<file path="src/rtl/alid_pkg.sv">
`timescale 1ns / 1ps
// ----------------------------------------------------------------------------
// alid_pkg - shared types and constants of the array list unit
// Field widths, word packing positions, action codes and the command that
// the control logic broadcasts to every storage cell.
// ----------------------------------------------------------------------------
package alid_pkg;

  // Field widths
  localparam int unsigned ACT_W = 2;
  localparam int unsigned POS_W = 5;
  localparam int unsigned VAL_W = 32;
  localparam int unsigned CNT_W = 5;

  // Stream word widths (fields packed from bit 0, padded to whole bytes)
  localparam int unsigned IN_TDATA_W  = 40;
  localparam int unsigned OUT_TDATA_W = 40;

  // Largest count the 5-bit count and limit can express
  localparam int unsigned CNT_MAX = (1 << CNT_W) - 1;

  // Limit register value after reset
  localparam logic [CNT_W-1:0] LIMIT_RST = CNT_W'(16);

  typedef enum logic [ACT_W-1:0] {
    ACT_APPEND = 2'd0,
    ACT_INSERT = 2'd1,
    ACT_DELETE = 2'd2,
    ACT_READ   = 2'd3
  } action_e;

  // Broadcast to the cell row for one accepted, carried-out action
  typedef struct packed {
    logic             en;
    action_e          act;
    logic [POS_W-1:0] pos;
    logic [CNT_W-1:0] cnt;
    logic [VAL_W-1:0] value;
  } cell_cmd_t;

endpackage

</file>
<file path="src/rtl/array_list_insert_delete_unit.sv">
`timescale 1ns / 1ps
// ----------------------------------------------------------------------------
// array_list_insert_delete_unit - ordered list of signed words
// Append, insert, delete and read on a list kept in a row of shift cells.
// ----------------------------------------------------------------------------
// The unit takes one input word per clock and answers each with exactly one
// registered result word in the next cycle; it stalls only while a result
// waits on the output. The list lives in a row of CAPACITY cells: on insert
// every cell above the position takes its lower neighbor's word, on delete
// every cell from the position up takes its upper neighbor's word, all in
// the same cycle, so the shift across the cell row adds no stall. The
// usable size is the smaller of the limit register, CAPACITY and 31. Write
// the limit only while no result is outstanding; lowering it below the count
// keeps the held elements. No clearing pass follows reset.
// ----------------------------------------------------------------------------
module array_list_insert_delete_unit
  import alid_pkg::*;
#(
  parameter int unsigned CAPACITY = 16
) (
  input  logic                   clk_i,
  input  logic                   rst_ni,
  // Limit register write
  input  logic                   cfg_we_i,
  input  logic [CNT_W-1:0]       cfg_wdata_i,
  // Request stream
  input  logic                   s_axis_tvalid,
  output logic                   s_axis_tready,
  // [1:0] action, [6:2] position, [38:7] value, [39] zero
  input  logic [IN_TDATA_W-1:0]  s_axis_tdata,
  // Result stream
  output logic                   m_axis_tvalid,
  input  logic                   m_axis_tready,
  // [0] accepted, [32:1] read_value, [37:33] count, [38] full_res,
  // [39] empty_res
  output logic [OUT_TDATA_W-1:0] m_axis_tdata
);

  localparam int unsigned CapClip = (CAPACITY > CNT_MAX) ? CNT_MAX : CAPACITY;
  localparam logic [CNT_W-1:0] CapLim = CNT_W'(CapClip);

  logic [CNT_W-1:0] limit_q;
  logic [CNT_W-1:0] cnt_q, cnt_d;
  logic [CNT_W-1:0] lim;
  logic             fire, ok, can_grow;
  action_e          act;
  logic [POS_W-1:0] pos;
  logic [VAL_W-1:0] val;
  logic [VAL_W-1:0] rd_val;
  cell_cmd_t        cmd;
  logic [VAL_W-1:0] words [CAPACITY];

  logic                   out_valid_q;
  logic [OUT_TDATA_W-1:0] out_data_q, out_data_d;

  // Unpack the request word
  assign act = action_e'(s_axis_tdata[ACT_W-1:0]);
  assign pos = s_axis_tdata[ACT_W +: POS_W];
  assign val = s_axis_tdata[ACT_W+POS_W +: VAL_W];

  assign s_axis_tready = !out_valid_q || m_axis_tready;
  assign fire          = s_axis_tvalid && s_axis_tready;

  // Limit register
  always_ff @(posedge clk_i or negedge rst_ni) begin
    if (!rst_ni) begin
      limit_q <= LIMIT_RST;
    end else if (cfg_we_i) begin
      limit_q <= cfg_wdata_i;
    end
  end

  assign lim      = (limit_q < CapLim) ? limit_q : CapLim;
  assign can_grow = cnt_q < lim;

  // Decide whether the action is carried out and the new count
  always_comb begin
    ok    = 1'b0;
    cnt_d = cnt_q;
    case (act)
      ACT_APPEND: begin
        ok = can_grow;
        if (ok) cnt_d = cnt_q + CNT_W'(1);
      end
      ACT_INSERT: begin
        ok = can_grow && (pos <= cnt_q);
        if (ok) cnt_d = cnt_q + CNT_W'(1);
      end
      ACT_DELETE: begin
        ok = pos < cnt_q;
        if (ok) cnt_d = cnt_q - CNT_W'(1);
      end
      default: begin
        ok = pos < cnt_q;
      end
    endcase
  end

  always_ff @(posedge clk_i or negedge rst_ni) begin
    if (!rst_ni) begin
      cnt_q <= '0;
    end else if (fire) begin
      cnt_q <= cnt_d;
    end
  end

  // Broadcast the command to the cell row
  assign cmd.en    = fire && ok;
  assign cmd.act   = act;
  assign cmd.pos   = pos;
  assign cmd.cnt   = cnt_q;
  assign cmd.value = val;

  for (genvar i = 0; i < CAPACITY; i++) begin : g_cell
    logic [VAL_W-1:0] left_w, right_w;
    if (i == 0) begin : g_first
      assign left_w = words[i];
    end else begin : g_mid_lo
      assign left_w = words[i-1];
    end
    if (i == CAPACITY - 1) begin : g_last
      assign right_w = words[i];
    end else begin : g_mid_hi
      assign right_w = words[i+1];
    end
    alid_cell #(
      .IDX(i)
    ) u_cell (
      .clk_i  (clk_i),
      .cmd_i  (cmd),
      .left_i (left_w),
      .right_i(right_w),
      .word_o (words[i])
    );
  end

  // Select the word at the read position
  always_comb begin
    rd_val = '0;
    for (int i = 0; i < CAPACITY; i++) begin
      if (32'(pos) == i) rd_val = words[i];
    end
    if (!(ok && act == ACT_READ)) rd_val = '0;
  end

  // Pack the result word
  always_comb begin
    out_data_d        = '0;
    out_data_d[0]     = ok;
    out_data_d[32:1]  = rd_val;
    out_data_d[37:33] = cnt_d;
    out_data_d[38]    = cnt_d >= lim;
    out_data_d[39]    = cnt_d == '0;
  end

  // Output register
  always_ff @(posedge clk_i or negedge rst_ni) begin
    if (!rst_ni) begin
      out_valid_q <= 1'b0;
    end else if (fire) begin
      out_valid_q <= 1'b1;
    end else if (m_axis_tready) begin
      out_valid_q <= 1'b0;
    end
  end

  always_ff @(posedge clk_i) begin
    if (fire) out_data_q <= out_data_d;
  end

  assign m_axis_tvalid = out_valid_q;
  assign m_axis_tdata  = out_data_q;

endmodule

</file>
<file path="src/rtl/alid_cell.sv">
`timescale 1ns / 1ps
// ----------------------------------------------------------------------------
// alid_cell - one storage place of the list
// Holds one word and, on a broadcast command, keeps it, loads the new
// value, or takes the word of its lower or upper neighbor.
// ----------------------------------------------------------------------------
module alid_cell
  import alid_pkg::*;
#(
  parameter int unsigned IDX = 0
) (
  input  logic             clk_i,
  input  cell_cmd_t        cmd_i,
  input  logic [VAL_W-1:0] left_i,   // word of the cell below (index - 1)
  input  logic [VAL_W-1:0] right_i,  // word of the cell above (index + 1)
  output logic [VAL_W-1:0] word_o
);

  logic [VAL_W-1:0] word_q, word_d;

  // Pick the next word from the command and this cell's place
  always_comb begin
    word_d = word_q;
    if (cmd_i.en) begin
      case (cmd_i.act)
        ACT_APPEND: begin
          if (IDX == 32'(cmd_i.cnt)) word_d = cmd_i.value;
        end
        ACT_INSERT: begin
          if (IDX == 32'(cmd_i.pos)) begin
            word_d = cmd_i.value;
          end else if (IDX > 32'(cmd_i.pos)) begin
            word_d = left_i;
          end
        end
        ACT_DELETE: begin
          if (IDX >= 32'(cmd_i.pos)) word_d = right_i;
        end
        default: ;
      endcase
    end
  end

  always_ff @(posedge clk_i) begin
    word_q <= word_d;
  end

  assign word_o = word_q;

endmodule

</file>
<file path="config.mk">
export PLATFORM = sky130hd
export DESIGN_NAME = array_list_insert_delete_unit
export DESIGN_NICKNAME = d
export VERILOG_FILES = /design/src/rtl/alid_pkg.sv /design/src/rtl/array_list_insert_delete_unit.sv /design/src/rtl/alid_cell.sv
export SDC_FILE = /design/constraint.sdc
export NUM_CORES = 2
export LEC_CHECK = 0
export BUFFER_PORTS_ARGS = -buffer_cell sky130_fd_sc_hd__buf_2
export CAP_MARGIN = 0
export CORE_UTILIZATION = 63
export DETAILED_ROUTE_END_ITERATION = 16
export PLACE_DENSITY = 0.8
export SLEW_MARGIN = 20
export SYNTH_ARGS = -nofsm -noshare
export SYNTH_HDL_FRONTEND = slang
export SYNTH_SLANG_ARGS = --single-unit
</file>
<file path="constraint.sdc">
create_clock -name clk_i -period 6.5 [get_ports clk_i]
set_input_delay 1.3 -clock clk_i [delete_from_list [all_inputs] [get_ports clk_i]]
set_output_delay 1.3 -clock clk_i [all_outputs]
set_load 0.02 [all_outputs]
</file>
==> key figures <==
Outcome
  • Status: finished, final reports clean

Timing
  • Highest clock rate: 0.215 GHz
  • Slew headroom: 19.3%
  • Pins over their slew limit: 0
  • Endpoints failing setup: 0
  • Shortest period the worst path allows: 4.65 ns
  • Final setup margin: 1.85 ns
  • Hold Vio Cnt, Final: 0
  • Sum Neg Setup Slack: 0 ns
  • Worst slew pin tran: 1.21 ns
  • Period utilization: 71.6%
  • RSZ-0062 raised after global routing: false
  • Clk_skew: 0.0220 ns

Routing
  • Via Count: 27710
  • DR pass1 iterations: 6
  • DRC viols: 0
  • Vias per cell: 8.15
  • 1st-iter DRT viols: 5572
  • DRT antenna net count: 0
  • Wirelength per Cell: 31.8 um
  • Final WL: 108 mm

Global route
  • Maximum number of pins on one net before global-route repair: 204
  • Total gr overflow: 0
  • Initial antenna violation count: 4
  • Number of global-route vias before repair: 26061
  • GRT Total Usage: 40.4%
  • First-pass GRT wire length: 163 mm

Cells and area
  • Area of the multi-input gates: 14600 sq um
  • Area grow syn2layout: 8.53%
  • FILL cells: 3572
  • Final #Nets: 2753
  • Final Cell Area: 35300 sq um
  • Share of layout cells above drive strength 1: 15.2%
  • Area occupied by registers: 16900 sq um

Place
  • Input/output buffers: 90
  • RePlAce Congestion: 0.939
  • Cell Area, Placed: 33500 sq um
  • HPWL Detailed: 69.7 mm
  • Pre-CTS WS: 1.25 ns

Yosys
  • Synth async-reset ratio: 1.95%
  • Yosys cell types: 80
  • Ranking of synthesized cells by area: edfxtp_1 (51%), a22o_1 (24%), clkbuf_1 (3.0%)
  • EDFF count, synth: 552
  • Top_reg_cell synth: edfxtp_1
  • Post-Syn Area: 32500 sq um
  • Synthesized net count: 2846
  • Synth Register Bits: 563
  • Yosys Warn Count: 0
  • Yosys top cell area share: 50.9%
  • Post-Syn Instances: 2772
  • Register area share after synthesis: 51.8%
  • Avg Inst Size Synth: 11.7 sq um
  • Yosys top cell by area: edfxtp_1

CTS
  • Resized Gates After CTS: 0
  • Max Buffers Root-to-Sink: 3
  • Root buffer cell: clkbuf_16
  • H-tree depth: 2
  • Clock sinks: 563
  • Cts bufs inserted: 59
  • # hold bufs at CTS: 0
  • Clock transition at path regs: 0.06 ns
  • Setup bufs post-CTS: 0
  • Clk_lat worst skew: 0.65 ns
  • CTS tree: built

Hold path
  • Worst min path class: input port to async pin

Worst setup path
  • Worst Path Arrival: 5.04 ns
  • Top cell family by delay on the critical path: compound AO/OA/AOI/OAI gates
  • Worst-path fanout max: 30
  • Max incr delay on CP: 0.57 ns
  • CP Launch Type: input port
  • Worst Reg-to-Reg Cells: 13
  • Crit path capture: m_axis_tdata[38]$_DFFE_PP_
  • Worst Setup End Kind: flip-flop
  • Buf/Inv on CP: 1
  • Crit. Startpoint: s_axis_tdata[3]
  • Critical path's slowest cell: buf_2
  • R2R setup slack: 2.16 ns
  • WS Path Type: input port to flip-flop
  • Reg-to-Reg Start: cnt_q[3]$_DFFE_PN0P_
  • Number of cells on the critical path: 13
  • Required @ worst endpoint: 6.89 ns
  • Crit Reg-Reg Endpoint: m_axis_tdata[38]$_DFFE_PP_
  • Cell mode on critical path: ha_1
  • Critical-path cell list: buf_2, ha_1, nor2b_1, o21a_2, nor2_1, mux2_2, a221oi_2, ha_1, nand2b_1, a21o_1, a21oi_1, nand3_1, a311o_1

Floorplan
  • Initial core utilization: 64.3%
  • Io pins: 92
  • Die X: 229 um
  • Core Area: 50600 sq um
  • Die footprint: 52600 sq um
  • # rows: 82
  • Die Ht: 229 um

Pwr
  • NetSw: 2.77 mW
  • Clock power share: 34.5%
  • Pwr dens: 269 nW/um^2
  • VDD IR max: 215 uV
  • Pint: 6.74 mW
  • Sw Share: 29.2%
  • Sequential Power Share: 46.7%
  • Pleak: 12.4 nW
  • Total power: 9.51 mW
  • Comb pwr share: 18.8%

Run
  • Max-capacitance violation count: 0
-- through the flow --
step / std cells / hold WS, ns / util, %
floorplan: 2772 / 0.481 / -
global placement: 3290 / 0.502 / 66.2
detailed placement: 3290 / 0.529 / 66.2
CTS: 3397 / 0.536 / 69.8
global route: 3400 / 0.547 / 69.8
finish: 3400 / 0.537 / 69.8
-- registers in the layout (all words and copies together), names as in the netlist --
register and count:
limit_q 5, m_axis_tvalid 1, cnt_q 5, m_axis_tdata 40, g_cell.u_cell.word_o 512
-- cell type report --
type                    instances  area share [%]
flip-flops and latches        563            47.7
multi-input cells            1863            41.4
clock buffers                  74            4.43
repair buffers                172            3.11
well taps                     672            2.38
clock inverters                33           0.684
inverters                      20           0.213
diodes                          3          0.0213
-- synthesized netlist by cell type, drive strengths merged (5+ instances only) --
cell type    n
a22o       905
edfxtp     552
clkbuf     264
a21oi      139
nand2      102
nor2       100
o21ai       99
mux2        86
buf         62
o22ai       48
a221oi      38
a22oi       36
o221ai      27
nand3       26
nor3        25
ha          24
inv         20
mux2i       18
nor2b       16
a31oi       14
a211oi      10
a21o        10
dfrtp       10
nand4       10
a2bb2oi      9
nor3b        9
o21bai       9
o211ai       8
and3         7
and3b        7
nand2b       7
a31o         6
and4         5
o311ai       5
-- power by group through the flow --
stage          Sequential (mW)  Combinational [mW]  Clock [mW]
2_1_floorplan             4.46                1.20           0
3_3_place_gp              4.49                1.67           0
3_5_place_dp              4.51                1.72           0
4_1_cts                   4.43                1.73        3.27
5_1_grt                   4.46                1.88        3.39
6_report                  4.44                1.79        3.28
-- cell usage in the layout, fill, tap and decap left out, drive strengths merged, types with 8 or more instances in the layout --
cell type,instances
a211oi,10
a21o,10
a21oi,139
a221oi,38
a22o,905
a22oi,36
a2bb2oi,9
a31oi,14
buf,172
clkbuf,74
clkinv,28
dfrtp,10
edfxtp,552
ha,24
inv,20
mux2,86
mux2i,18
nand2,102
nand3,26
nand4,10
nor2,100
nor2b,16
nor3,25
nor3b,9
o211ai,8
o21ai,99
o21bai,9
o221ai,27
o22ai,48
-- cells by family (layout without fill, tap and decap cells) --
| kind of cell | count (synthesis) | count (layout) | synth area share, % |
|---|---|---|---|
| muxes | 104 | 104 | 3.53 |
| AOI/OAI and AO/OA | 1399 | 1399 | 34.3 |
| and+or+nand+nor | 335 | 335 | 5.05 |
| other | 0 | 3 | 0 |
| buffers and inverters | 346 | 299 | 4.34 |
| DFF | 563 | 563 | 51.8 |
| xor gates and xnor gates | 1 | 1 | 0.0269 |
| adders and majority gates | 24 | 24 | 0.923 |
-- layer usage --
layer / vias to the layer above / wire length [um] / track usage [%]
li1: 11341 / - / -
met1: 13397 / 40600 / 59.1
met2: 2678 / 45900 / 57.6
met3: 292 / 18100 / 10.8
met4: 2 / 3670 / 15.4
met5: - / 12 / 0
-- worst min path at each step --
stage | startpoint | end | slack (ns) | cells after the start
2_1_floorplan | limit_q[1]$_DFFE_PN0P_ | limit_q[1]$_DFFE_PN0P_ | 0.48 | 1
3_3_place_gp | m_axis_tvalid$_DFFE_PN0P_ | m_axis_tvalid$_DFFE_PN0P_ | 0.50 | 2
3_5_place_dp | limit_q[1]$_DFFE_PN0P_ | limit_q[1]$_DFFE_PN0P_ | 0.53 | 1
4_1_cts | rst_ni | cnt_q[0]$_DFFE_PN0P_ | 0.54 | 1
5_1_grt | rst_ni | cnt_q[1]$_DFFE_PN0P_ | 0.55 | 1
6_report | rst_ni | m_axis_tvalid$_DFFE_PN0P_ | 0.54 | 1
(Power assumes the default switching activity.)
